$ cat src/rtl/core/sha1h_pkg.sv
// shared types, constants and helpers of the sha-1 hash block
package sha1h_pkg;

   localparam int WORD_W    = 32;
   localparam int WORDS     = 16;
   localparam int WIDX_W    = 4;
   localparam int NUM_RD    = 4;
   localparam int ROUNDS    = 80;
   localparam int RND_W     = 7;
   localparam int DIG_WORDS = 5;
   localparam int DIG_IDX_W = 3;
   localparam int CNT_W     = 61;

   typedef logic [WORD_W-1:0]                word_type;
   typedef logic [WIDX_W-1:0]                widx_type;
   typedef logic [RND_W-1:0]                 rnd_type;
   typedef logic [CNT_W-1:0]                 count_type;
   typedef logic [DIG_WORDS-1:0][WORD_W-1:0] digest_type;
   typedef logic [NUM_RD-1:0][WIDX_W-1:0]    raddr_type;
   typedef logic [NUM_RD-1:0][WORD_W-1:0]    rdata_type;

   // control from the sequencer to the round datapath
   typedef struct packed {
      logic    load;
      logic    round;
      logic    add;
      logic    init;
      rnd_type rnd;
   } sha1h_ctrl_type;

   localparam digest_type H_INIT = digest_type'{
      32'hc3d2e1f0, 32'h10325476, 32'h98badcfe, 32'hefcdab89, 32'h67452301
   };

   localparam word_type K_00_19 = 32'h5a827999;
   localparam word_type K_20_39 = 32'h6ed9eba1;
   localparam word_type K_40_59 = 32'h8f1bbcdc;
   localparam word_type K_60_79 = 32'hca62c1d6;

   localparam logic [7:0] PAD_BYTE   = 8'h80;
   localparam widx_type   LEN_HI_IDX = 4'd14;
   localparam widx_type   LEN_LO_IDX = 4'd15;

   // big-endian byte insert; lane 0 overwrites the whole word
   function automatic word_type lane_merge(word_type w, logic [7:0] b, logic [1:0] lane);
      word_type r;
      unique case (lane)
         2'd0: r = {b, 24'h000000};
         2'd1: r = {w[31:24], b, 16'h0000};
         2'd2: r = {w[31:16], b, 8'h00};
         2'd3: r = {w[31:8], b};
         default: r = {b, 24'h000000};
      endcase
      return r;
   endfunction

endpackage

$ cat src/rtl/core/sha1h_if.sv
// valid/ready channel interfaces for requests and digest words
interface sha1h_req_if;
   logic       valid;
   logic       ready;
   logic [7:0] data_byte;
   logic       has_byte;
   logic       last;

   modport source (output valid, data_byte, has_byte, last, input ready);
   modport sink   (input valid, data_byte, has_byte, last, output ready);
endinterface

interface sha1h_rsp_if;
   logic        valid;
   logic        ready;
   logic [31:0] digest_word;
   logic [2:0]  word_index;
   logic        last_word;

   modport source (output valid, digest_word, word_index, last_word, input ready);
   modport sink   (input valid, digest_word, word_index, last_word, output ready);
endinterface

$ cat src/rtl/core/sha1_hash.sv
// sha-1 hash over a byte stream, top level with sequencer and byte packing
//
//  channel  dir  payload                               handshake
//  req      in   data_byte[8], has_byte, last          valid/ready
//  rsp      out  digest_word[32], word_index[3],       valid/ready
//                last_word
//
//  a request is only accepted in the idle state, never during compression,
//  padding or digest output; a full 64-byte block runs through the compression
//  loop: a read-ahead prime state, 80 rounds at one per cycle out of the
//  message word memory, then one add
//  after last: up to 16 padding writes and a compression, twice when the length
//  does not fit, then five digest words, one per rsp handshake
//  synchronous reset restores the initial chaining values and a zero count
//  a stalled rsp holds the current word; no request is taken meanwhile
module sha1_hash (
   input logic         clock,
   input logic         reset,
   sha1h_req_if.sink   req_ch,
   sha1h_rsp_if.source rsp_ch
);
   import sha1h_pkg::*;

   localparam logic [2:0] ST_IDLE  = 3'd0;
   localparam logic [2:0] ST_PRIME = 3'd1;
   localparam logic [2:0] ST_ROUND = 3'd2;
   localparam logic [2:0] ST_ADD   = 3'd3;
   localparam logic [2:0] ST_FILL  = 3'd4;
   localparam logic [2:0] ST_OUT   = 3'd5;

   logic [2:0]             state_ff, state_in;
   rnd_type                rnd_ff, rnd_in;
   widx_type               fill_ff, fill_in;
   logic [DIG_IDX_W-1:0]   out_ff, out_in;
   logic                   first_ff, first_in;   // next fill write carries the 0x80 byte
   logic                   len_ff, len_in;       // this fill pass ends with the bit length
   logic                   fin_ff, fin_in;       // compression in flight is the final one
   logic                   pad_ff, pad_in;       // padding under way
   logic                   lpend_ff, lpend_in;   // last seen on a block-ending byte
   count_type              count_ff, count_in;
   word_type               word_ff, word_in;

   logic                   req_fire, rsp_fire;
   count_type              count_inc;
   word_type               byte_word;
   widx_type               rd_base;
   raddr_type              rd_addr;
   rdata_type              rd_data;
   logic                   mem_we;
   widx_type               mem_waddr;
   word_type               mem_wdata;
   word_type               sched_word;
   digest_type             digest;
   sha1h_ctrl_type         ctrl;

   assign req_ch.ready = (state_ff == ST_IDLE);
   assign req_fire     = req_ch.valid && req_ch.ready;
   assign rsp_fire     = rsp_ch.valid && rsp_ch.ready;

   assign count_inc = count_ff + CNT_W'(1);
   assign byte_word = lane_merge(word_ff, req_ch.data_byte, count_ff[1:0]);

   // read one round ahead: entries s, s+13, s+8 and s+2 of the 16-word window
   assign rd_base    = (state_ff == ST_ROUND) ? (rnd_ff[WIDX_W-1:0] + WIDX_W'(1)) : '0;
   assign rd_addr[0] = rd_base;
   assign rd_addr[1] = rd_base + WIDX_W'(13);
   assign rd_addr[2] = rd_base + WIDX_W'(8);
   assign rd_addr[3] = rd_base + WIDX_W'(2);

   always_comb begin
      state_in  = state_ff;
      rnd_in    = rnd_ff;
      fill_in   = fill_ff;
      out_in    = out_ff;
      first_in  = first_ff;
      len_in    = len_ff;
      fin_in    = fin_ff;
      pad_in    = pad_ff;
      lpend_in  = lpend_ff;
      count_in  = count_ff;
      word_in   = word_ff;
      mem_we    = 1'b0;
      mem_waddr = fill_ff;
      mem_wdata = '0;

      ctrl.load  = (state_ff == ST_PRIME);
      ctrl.round = (state_ff == ST_ROUND);
      ctrl.add   = (state_ff == ST_ADD);
      ctrl.init  = 1'b0;
      ctrl.rnd   = rnd_ff;

      unique case (state_ff)
         ST_IDLE: begin
            if (req_fire) begin
               if (req_ch.has_byte) begin
                  mem_we    = 1'b1;
                  mem_waddr = count_ff[5:2];
                  mem_wdata = byte_word;
                  word_in   = byte_word;
                  count_in  = count_inc;
               end
               priority if (req_ch.has_byte && (count_ff[5:0] == 6'd63)) begin
                  // block full: compress first, pad afterwards if last came along
                  state_in = ST_PRIME;
                  lpend_in = req_ch.last;
               end else if (req_ch.last) begin
                  state_in = ST_FILL;
                  pad_in   = 1'b1;
                  first_in = 1'b1;
                  fill_in  = count_in[5:2];
                  len_in   = !(count_in[5] && count_in[4] && count_in[3]);
               end else begin
                  state_in = ST_IDLE;
               end
            end
         end
         ST_PRIME: begin
            state_in = ST_ROUND;
            rnd_in   = '0;
         end
         ST_ROUND: begin
            if (rnd_ff >= RND_W'(16)) begin
               mem_we    = 1'b1;
               mem_waddr = rnd_ff[WIDX_W-1:0];
               mem_wdata = sched_word;
            end
            if (rnd_ff == RND_W'(ROUNDS - 1)) begin
               state_in = ST_ADD;
               rnd_in   = '0;
            end else begin
               rnd_in = rnd_ff + RND_W'(1);
            end
         end
         ST_ADD: begin
            priority if (fin_ff) begin
               state_in = ST_OUT;
               out_in   = '0;
               fin_in   = 1'b0;
               pad_in   = 1'b0;
            end else if (pad_ff) begin
               // length did not fit: second block of zeros and length
               state_in = ST_FILL;
               fill_in  = '0;
               first_in = 1'b0;
               len_in   = 1'b1;
            end else if (lpend_ff) begin
               state_in = ST_FILL;
               lpend_in = 1'b0;
               pad_in   = 1'b1;
               first_in = 1'b1;
               fill_in  = count_ff[5:2];
               len_in   = !(count_ff[5] && count_ff[4] && count_ff[3]);
            end else begin
               state_in = ST_IDLE;
            end
         end
         ST_FILL: begin
            mem_we    = 1'b1;
            mem_waddr = fill_ff;
            priority if (first_ff) begin
               mem_wdata = lane_merge(word_ff, PAD_BYTE, count_ff[1:0]);
            end else if (len_ff && (fill_ff == LEN_HI_IDX)) begin
               mem_wdata = count_ff[CNT_W-1:CNT_W-WORD_W];
            end else if (len_ff && (fill_ff == LEN_LO_IDX)) begin
               mem_wdata = {count_ff[CNT_W-WORD_W-1:0], 3'b000};
            end else begin
               mem_wdata = '0;
            end
            first_in = 1'b0;
            if (fill_ff == LEN_LO_IDX) begin
               state_in = ST_PRIME;
               fin_in   = len_ff;
            end else begin
               fill_in = fill_ff + WIDX_W'(1);
            end
         end
         ST_OUT: begin
            if (rsp_fire) begin
               if (out_ff == DIG_IDX_W'(DIG_WORDS - 1)) begin
                  ctrl.init = 1'b1;
                  count_in  = '0;
                  state_in  = ST_IDLE;
               end else begin
                  out_in = out_ff + DIG_IDX_W'(1);
               end
            end
         end
         default: begin
            state_in = ST_IDLE;
         end
      endcase
   end

   always_ff @(posedge clock) begin
      if (reset) begin
         state_ff <= ST_IDLE;
         rnd_ff   <= '0;
         fill_ff  <= '0;
         out_ff   <= '0;
         first_ff <= 1'b0;
         len_ff   <= 1'b0;
         fin_ff   <= 1'b0;
         pad_ff   <= 1'b0;
         lpend_ff <= 1'b0;
         count_ff <= '0;
      end else begin
         state_ff <= state_in;
         rnd_ff   <= rnd_in;
         fill_ff  <= fill_in;
         out_ff   <= out_in;
         first_ff <= first_in;
         len_ff   <= len_in;
         fin_ff   <= fin_in;
         pad_ff   <= pad_in;
         lpend_ff <= lpend_in;
         count_ff <= count_in;
      end
   end

   // partial word being packed, no reset needed
   always_ff @(posedge clock) begin
      word_ff <= word_in;
   end

   sha1h_wmem u_wmem (
      .clock   (clock),
      .wr_en   (mem_we),
      .wr_addr (mem_waddr),
      .wr_data (mem_wdata),
      .rd_addr (rd_addr),
      .rd_data (rd_data)
   );

   sha1h_round u_round (
      .clock      (clock),
      .reset      (reset),
      .ctrl       (ctrl),
      .rd_data    (rd_data),
      .sched_word (sched_word),
      .digest     (digest)
   );

   assign rsp_ch.valid       = (state_ff == ST_OUT);
   assign rsp_ch.digest_word = digest[out_ff];
   assign rsp_ch.word_index  = out_ff;
   assign rsp_ch.last_word   = (out_ff == DIG_IDX_W'(DIG_WORDS - 1));

   // schedule write-back never hits an entry read ahead for the next round
   a_no_rw_clash: assert property (@(posedge clock) disable iff (reset)
      (state_ff == ST_ROUND && mem_we) |->
         (mem_waddr != rd_addr[0]) && (mem_waddr != rd_addr[1]) &&
         (mem_waddr != rd_addr[2]) && (mem_waddr != rd_addr[3]))
      else $error("schedule write clashes with read-ahead");

   a_round_end: assert property (@(posedge clock) disable iff (reset)
      (state_ff == ST_ROUND && rnd_ff == RND_W'(ROUNDS - 1)) |=> (state_ff == ST_ADD))
      else $error("compression did not end after the last round");

   a_digest_done: assert property (@(posedge clock) disable iff (reset)
      (rsp_fire && rsp_ch.last_word) |=> (state_ff == ST_IDLE) && (count_ff == '0) &&
         (digest == H_INIT))
      else $error("state not restored after the final digest word");

   a_round_bound: assert property (@(posedge clock) disable iff (reset)
      (state_ff == ST_ROUND) |-> (rnd_ff < RND_W'(ROUNDS)))
      else $error("round counter out of range");

endmodule

$ cat src/rtl/core/sha1h_wmem.sv
// message word memory, duplicated banks give four registered reads per cycle
module sha1h_wmem (
   input  logic                clock,
   input  logic                wr_en,
   input  sha1h_pkg::widx_type wr_addr,
   input  sha1h_pkg::word_type wr_data,
   input  sha1h_pkg::raddr_type rd_addr,
   output sha1h_pkg::rdata_type rd_data
);
   import sha1h_pkg::*;

   word_type  bank_a [WORDS];
   word_type  bank_b [WORDS];
   rdata_type rd_data_ff;

   always_ff @(posedge clock) begin
      if (wr_en) begin
         bank_a[wr_addr] <= wr_data;
         bank_b[wr_addr] <= wr_data;
      end
      rd_data_ff[0] <= bank_a[rd_addr[0]];
      rd_data_ff[1] <= bank_a[rd_addr[1]];
      rd_data_ff[2] <= bank_b[rd_addr[2]];
      rd_data_ff[3] <= bank_b[rd_addr[3]];
   end

   assign rd_data = rd_data_ff;

endmodule

$ cat src/rtl/core/sha1h_round.sv
// round datapath: working variables, chaining values and schedule word
module sha1h_round (
   input  logic                      clock,
   input  logic                      reset,
   input  sha1h_pkg::sha1h_ctrl_type ctrl,
   input  sha1h_pkg::rdata_type      rd_data,
   output sha1h_pkg::word_type       sched_word,
   output sha1h_pkg::digest_type     digest
);
   import sha1h_pkg::*;

   digest_type var_ff, var_in;
   digest_type h_ff, h_in;
   word_type   mix, f, k, t;

   always_comb begin
      mix = rd_data[0] ^ rd_data[1] ^ rd_data[2] ^ rd_data[3];
      if (ctrl.rnd < RND_W'(16)) begin
         sched_word = rd_data[0];
      end else begin
         sched_word = {mix[30:0], mix[31]};
      end

      // var index 0..4 is a..e
      priority if (ctrl.rnd < RND_W'(20)) begin
         f = (var_ff[1] & var_ff[2]) | (~var_ff[1] & var_ff[3]);
         k = K_00_19;
      end else if (ctrl.rnd < RND_W'(40)) begin
         f = var_ff[1] ^ var_ff[2] ^ var_ff[3];
         k = K_20_39;
      end else if (ctrl.rnd < RND_W'(60)) begin
         f = (var_ff[1] & var_ff[2]) | (var_ff[1] & var_ff[3]) | (var_ff[2] & var_ff[3]);
         k = K_40_59;
      end else begin
         f = var_ff[1] ^ var_ff[2] ^ var_ff[3];
         k = K_60_79;
      end
      t = {var_ff[0][26:0], var_ff[0][31:27]} + f + var_ff[4] + k + sched_word;

      var_in = var_ff;
      if (ctrl.load) begin
         var_in = h_ff;
      end else if (ctrl.round) begin
         var_in[4] = var_ff[3];
         var_in[3] = var_ff[2];
         var_in[2] = {var_ff[1][1:0], var_ff[1][31:2]};
         var_in[1] = var_ff[0];
         var_in[0] = t;
      end

      h_in = h_ff;
      if (ctrl.init) begin
         h_in = H_INIT;
      end else if (ctrl.add) begin
         for (int i = 0; i < DIG_WORDS; i++) begin
            h_in[i] = h_ff[i] + var_ff[i];
         end
      end
   end

   always_ff @(posedge clock) begin
      var_ff <= var_in;
   end

   always_ff @(posedge clock) begin
      if (reset) begin
         h_ff <= H_INIT;
      end else begin
         h_ff <= h_in;
      end
   end

   assign digest = h_ff;

endmodule

$ cat src/flat_wrapper.sv
// flat-port wrapper written by rule: the top's interface ports become plain ports
module sha1_hash_flat import sha1h_pkg::*;
  (clock, reset, req_ch_valid, req_ch_data_byte, req_ch_has_byte, req_ch_last, req_ch_ready, rsp_ch_valid, rsp_ch_digest_word, rsp_ch_word_index, rsp_ch_last_word, rsp_ch_ready);
  sha1h_req_if req_ch_i ();
  sha1h_rsp_if rsp_ch_i ();
  input logic clock;
  input logic reset;
  input wire logic [$bits(req_ch_i.valid)-1:0] req_ch_valid;
  input wire logic [$bits(req_ch_i.data_byte)-1:0] req_ch_data_byte;
  input wire logic [$bits(req_ch_i.has_byte)-1:0] req_ch_has_byte;
  input wire logic [$bits(req_ch_i.last)-1:0] req_ch_last;
  output wire logic [$bits(req_ch_i.ready)-1:0] req_ch_ready;
  output wire logic [$bits(rsp_ch_i.valid)-1:0] rsp_ch_valid;
  output wire logic [$bits(rsp_ch_i.digest_word)-1:0] rsp_ch_digest_word;
  output wire logic [$bits(rsp_ch_i.word_index)-1:0] rsp_ch_word_index;
  output wire logic [$bits(rsp_ch_i.last_word)-1:0] rsp_ch_last_word;
  input wire logic [$bits(rsp_ch_i.ready)-1:0] rsp_ch_ready;
  assign req_ch_i.valid = req_ch_valid;
  assign req_ch_i.data_byte = req_ch_data_byte;
  assign req_ch_i.has_byte = req_ch_has_byte;
  assign req_ch_i.last = req_ch_last;
  assign req_ch_ready = req_ch_i.ready;
  assign rsp_ch_valid = rsp_ch_i.valid;
  assign rsp_ch_digest_word = rsp_ch_i.digest_word;
  assign rsp_ch_word_index = rsp_ch_i.word_index;
  assign rsp_ch_last_word = rsp_ch_i.last_word;
  assign rsp_ch_i.ready = rsp_ch_ready;
  sha1_hash u_core (.clock(clock), .reset(reset), .req_ch(req_ch_i), .rsp_ch(rsp_ch_i));
endmodule
$ cat config.mk
export PLATFORM = sky130hd
export DESIGN_NAME = sha1_hash_flat
export DESIGN_NICKNAME = d
export VERILOG_FILES = /design/src/rtl/core/sha1h_pkg.sv /design/src/rtl/core/sha1h_if.sv /design/src/rtl/core/sha1_hash.sv /design/src/rtl/core/sha1h_wmem.sv /design/src/rtl/core/sha1h_round.sv /design/src/flat_wrapper.sv
export SDC_FILE = /design/constraint.sdc
export NUM_CORES = 2
export LEC_CHECK = 0
export BUFFER_PORTS_ARGS = -buffer_cell sky130_fd_sc_hd__buf_2
export CAP_MARGIN = 20
export CELL_PAD_IN_SITES_DETAIL_PLACEMENT = 2
export CELL_PAD_IN_SITES_GLOBAL_PLACEMENT = 2
export CORE_ASPECT_RATIO = 1.5
export CORE_MARGIN = 4
export CORE_UTILIZATION = 45
export CTS_CLUSTER_SIZE = 12
export DETAILED_ROUTE_END_ITERATION = 8
export HOLD_SLACK_MARGIN = 0.15
export MAX_ROUTING_LAYER = met4
export PLACE_DENSITY_LB_ADDON = 0.05
export SLEW_MARGIN = 5
export SYNTH_ARGS = -nofsm -noshare
export SYNTH_HDL_FRONTEND = slang
export SYNTH_SLANG_ARGS = --single-unit
$ cat constraint.sdc
create_clock -name clock -period 18.5 [get_ports clock]
set_input_delay 3.7 -clock clock [delete_from_list [all_inputs] [get_ports clock]]
set_output_delay 3.7 -clock clock [all_outputs]
set_load 0.01 [all_outputs]
; ---- Yosys cells after proc, flatten, opt, wreduce, memory -nomap -nowiden
; Memories as Yosys holds them, arrays and structs flattened. A register that Yosys moved wholly into a read port is not among the register bits.
; Index checks and enable logic that the tools add are counted.
[totals]
ff_bits = 435
mem_bits_rw = 1024
out_inout_bits = 38
mem_count = 2
[memory_table]
columns = memory, words, width, read_ports, rd_clocked_by_memory_dff, write_ports, line
row1 = u_core.u_wmem.bank_a, 16, 32, 2, 2, 1, sha1h_wmem.sv:12  ; word_type bank_a [WORDS];
row2 = u_core.u_wmem.bank_b, 16, 32, 2, 2, 1, sha1h_wmem.sv:13  ; word_type bank_b [WORDS];
[classes]
n_addsub = 17
magnitude_cmp = 6
eq_ne = 28
mux = 91
bitwise = 13
n_reduce_logical = 31
[ops]
columns = cell, count
row1 = $mux W32, 13
row2 = $mux W61, 6
row3 = $mux W160, 2
row4 = $add A32 B32 Y32, 9
row5 = $pmux W32 S4, 2
row6 = $xor A32 B32 Y32, 5
row7 = $and A32 B32 Y32, 4
row8 = $pmux W61 S2, 1
row9 = $bmux W32 S3, 1
row10 = $or A32 B32 Y32, 3
row11 = $pmux W32 S3, 1
row12 = $add A61 B1 Y61 const B, 1
row13 = $mux W4, 11
row14 = $mux W3, 13
row15 = $not A32 Y32, 1
row16 = $mux W31, 1
row17 = $mux W1, 28
row18 = $ne A2 B2 Y1 const B, 12
row19 = $pmux W3 S6, 1
row20 = $reduce_and A5 Y1, 3
row21 = $lt A7 B5 Y1 const B, 2
row22 = $lt A7 B6 Y1 const B, 2
row23 = $pmux W7 S2, 1
row24 = $pmux W4 S3, 1
row25 = 34 further kinds, 62

; ---- Longest topological paths before layout
[depth]
depth_word = 12
depth_mapped = 28

; ---- Hierarchy
; From an unflattened synthesis, not the netlist that was laid out.
[hier_totals]
cells_unflattened = 5578
area_unflattened_um2 = 67529.8
[by_module_without_submodules]
columns = module, n_inst, cells_each, area_each_um2, seq_area_each_um2
row1 = sha1h_wmem, 1, 1747, 32887.8, 17937.2
row2 = sha1h_round, 1, 2814, 26476.6, 8007.7
row3 = sha1_hash, 1, 1017, 8165.3, 2382.3

; ---- Least setup slack after synthesis
; OpenSTA, ideal clock, no wires.
[synth_timing]
kind = input to register
startpoint = in req_ch_has_byte
endpoint = mem u_core.u_wmem.bank_b[3][0] (netlist name), enable pin
arrival_ps = 6327
slack_ps = 11752
cell_stages = 9
n_path_buf = 2
path_cell_list = buf_2 nand2_1 inv_1 clkbuf_1 o211ai_1 o211ai_1 a31o_2 or2_2 nor2_1
[synth_between]
elab_chain_len = 5
[synth_rtl]
columns = item, line
row1 = from (decl), flat_wrapper.sv:10  ; input wire logic [$bits(req_ch_i.has_byte)-1:0] req_ch_has_byte;
row2 = $mux W1, sha1_hash.sv:95  ; if (req_ch.has_byte) begin
row3 = $mux W1, sha1_hash.sv:94  ; if (req_fire) begin
row4 = $pmux W1 S3, sha1_hash.sv:92  ; unique case (state_ff)
row5 = $mux W1, sha1h_wmem.sv:17  ; if (wr_en) begin
row6 = $mux W1 (not written as such), sha1h_wmem.sv:19  ; bank_b[wr_addr] <= wr_data;
row7 = to (decl), sha1h_wmem.sv:13
; Parallel ways exist; a longest one is shown, timed or not.

==> metrics.cfg <==
[status]
run_status = completed

[routing]
viasPerCell = 6.37
drtPass1Iterations = 5
drt-wirelength-per-cell_um = 29.2
detailedRoute.firstIterationViolations = 3815
ant_nets = 0
finalWirelength_um = 256000
drcViolationCount = 0
routed-via-count = 55800

[setup_path]
critPathMostFrequentCell = inv_1
r2r_cells = 27
worst-endpoint-required_ns = 18.97
rr_startpoint = u_core.rnd_ff[3]
endpoint_kind = register
cp-start-kind = register
worstSetupPathType = register to register
worst-path-max-fanout = 20
worst_r2r_endpoint = u_core.u_round.var_ff[31]
delay_contributed_by_the_slowest_stage_of_the_critical_path_ns = 0.59
worst-r2r-setup-slack_ns = 10.50
cp_slowest_cell = fa_1
worst_ep_arrival_time_ns = 8.48

[yosys]
post_synth_edffs = 696
synth_fp_nets = 7283
synth_area_per_cell_um2 = 9.39
ys_types = 99
synth_cells = 6940
yosys_most_used_dff = edfxtp_1
synth_seq_area_share_pct = 43.5
ys.warnings.count = 0
asyncSetResetFlopFracSynth_pct = 0
post_synthesis_cell_area_um2 = 65200
ys_seq_elements = 1067

[grt]
grt_max_degree = 167
first_global_vias = 61300
first_pass_grt_wire_length_um = 384000
groute.usage.overall_pct = 34.1
globalRoute.totalOverflow = 0
antenna_found_initial = 6

[cells_and_area]
drive_gt1_share_pct = 9.77
syn_to_final_growth_pct = 8.91
layout_common_cells = nand2_1 (1834), edfxtp_1 (696), nand3_1 (591)
finalNetCount = 7113
stdcell_area_um2 = 71000
mostFrequentLayoutCell = nand2_1

[die]
placementRows = 170
die_w_um = 319
die_area_um2 = 151000
io_pins = 52
die_outline_height_um = 474
initial_utilization_pct = 45.4
core_region_um2 = 144000

[clock_network]
cts_tree = yes
clk_latency_ns = 0.78
cts_max_level = 3
holdBufCountCts = 0
tritoncts_num_sinks = 1067
post_cts.repair.setup_buffers = 0
cts-root-to-sink-buffers = 3
cts_repair_resize_count = 0
root_buffer_selected_by_cts = clkbuf_16
clk_pin_slew_ns = 0.07
numCtsBuffers = 114

[timing]
report.final.slew_viol_count = 0
layout_worst_path_cycle_share_pct = 43.3
finalSetupViolCount = 0
setup_total_negative_slack_ns = 0
clock_skew_ns = 0.0335
grt_setup_unrepaired = false
final_period_minus_worst_setup_slack_ns = 8.00
slew_headroom_pct = 25.8
max_freq_mhz = 125
finalHoldViolCount = 0
post_route_hold_slack_ns = 0.488
timing_worst_slew_pin_value_ns = 1.10

[placement]
dpl-instance-area_um2 = 67100
numPortBuffers = 51
finalWeightedCongestion = 0.892
place_hpwl_um = 170000

[min_path]
timing.hold.worst.start = u_core.lpend_ff
worst_hold_path_type = register to register
hold_path_depth = 2
hold-path-endpoint = u_core.lpend_ff

[job]
max_cap_viol_count = 0

[power]
p_per_area_nw_per_um2 = 146
irDropWorstVdd_uv = 97.3
power_leakage_uw = 0.0274

## worst max-delay path: cells and delay by family (launching register included)
family,cells,cell delay (ns)
AO/OA/AOI/OAI,9,2.09
adder cells (fa/ha/maj),4,2.00
buffers and inverters,7,1.57
AND/OR/NAND/NOR,6,1.33
flip-flops,1,0.55
XOR/XNOR,1,0.14
## cells in the mapped netlist (64+ instances only)
cell,count,area share [%]
nand3_1,591,4.5
and3_1,100,0.96
xnor2_1,185,2.5
mux4_2,192,6.6
xor2_1,98,1.3
a21o_1,95,1.1
inv_1,275,1.6
dfxtp_1,371,11
nand2_1,1836,11
a311oi_1,103,1.4
o21ai_0,226,1.7
edfxtp_1,696,32
nor2_1,279,1.6
a21oi_1,317,2.4
fa_1,125,3.8
clkbuf_1,364,2.1
ha_1,204,3.9
a31oi_1,72,0.69
mux2_2,64,1.1
## sequential cells by signal, indices dropped and copies added (netlist names), 4 cells and up
name                   count
u_core.word_ff            24
u_core.u_wmem.bank_b     512
u_core.fill_ff             4
u_core.u_wmem.rd_data    128
u_core.count_ff           61
u_core.rnd_ff              7
u_core.u_round.digest    160
u_core.u_round.var_ff    160
## stage by stage
step | total power (uW) | instances | utilization [%] | worst slack, ns
CTS | 10400 | 8756 | 49.4 | 10.45
detailed placement | 7970 | 8541 | 46.7 | 10.47
global route | 11000 | 8767 | 49.4 | 10.10
floorplan | 6450 | 6940 | - | 11.75
global placement | 7700 | 8536 | 46.7 | 10.78
finish | 10400 | 8769 | 49.4 | 10.50
## layout make-up
| type | instances | area [um^2] |
|---|---|---|
| diodes | 8 | 20.0 |
| clock buffers | 183 | 3380 |
| clock inverters | 32 | 428 |
| fillers | 15200 | 72600 |
| inverters | 281 | 1080 |
| multi-input cells | 5154 | 34300 |
| flip-flops and latches | 1067 | 28300 |
| well taps | 1892 | 2370 |
| repair buffers | 152 | 1070 |
## cell families after synthesis
group	Yosys count	synth area share, %
AND/OR/NAND/NOR	3048	20.0
XOR/XNOR	283	3.80
adder cells (fa/ha/maj)	329	7.76
buffers and inverters	719	4.28
flip-flops	1067	43.5
multiplexers	290	8.26
AO/OA/AOI/OAI	1204	12.4
## where the power goes
group / internal [uW] / total [uW] / switching (uW)
clock network: 1350 / 2390 / 1040
logic: 1800 / 4700 / 2900
registers: 3010 / 3290 / 275
total: 6160 / 10400 / 4220
## per-layer routing
layer,up-vias,share of wire (%),GRT usage [%]
met5,-,0,-
li1,24400,-,-
met4,0,5.9,17.6
met2,1467,52,61.6
met1,29300,38,37.4
met3,619,4.1,3.33
## how the worst max path moves through the flow
| stage | from | endpoint | slack, ns | depth (start not counted) |
|---|---|---|---|---|
| 2_1_floorplan | req_ch_has_byte | u_core.u_wmem.bank_b[3][0] | 11.75 | 9 |
| 6_report | u_core.rnd_ff[3] | u_core.u_round.var_ff[31] | 10.50 | 27 |
| 3_5_place_dp | u_core.rnd_ff[3] | u_core.u_round.var_ff[31] | 10.47 | 27 |
| 5_1_grt | u_core.rnd_ff[3] | u_core.u_round.var_ff[31] | 10.10 | 27 |
| 3_3_place_gp | req_ch_valid | u_core.u_wmem.bank_b[13][26] | 10.78 | 12 |
| 4_1_cts | u_core.rnd_ff[3] | u_core.u_round.var_ff[31] | 10.45 | 27 |
No activity file was read; power rests on OpenSTA's default activity.
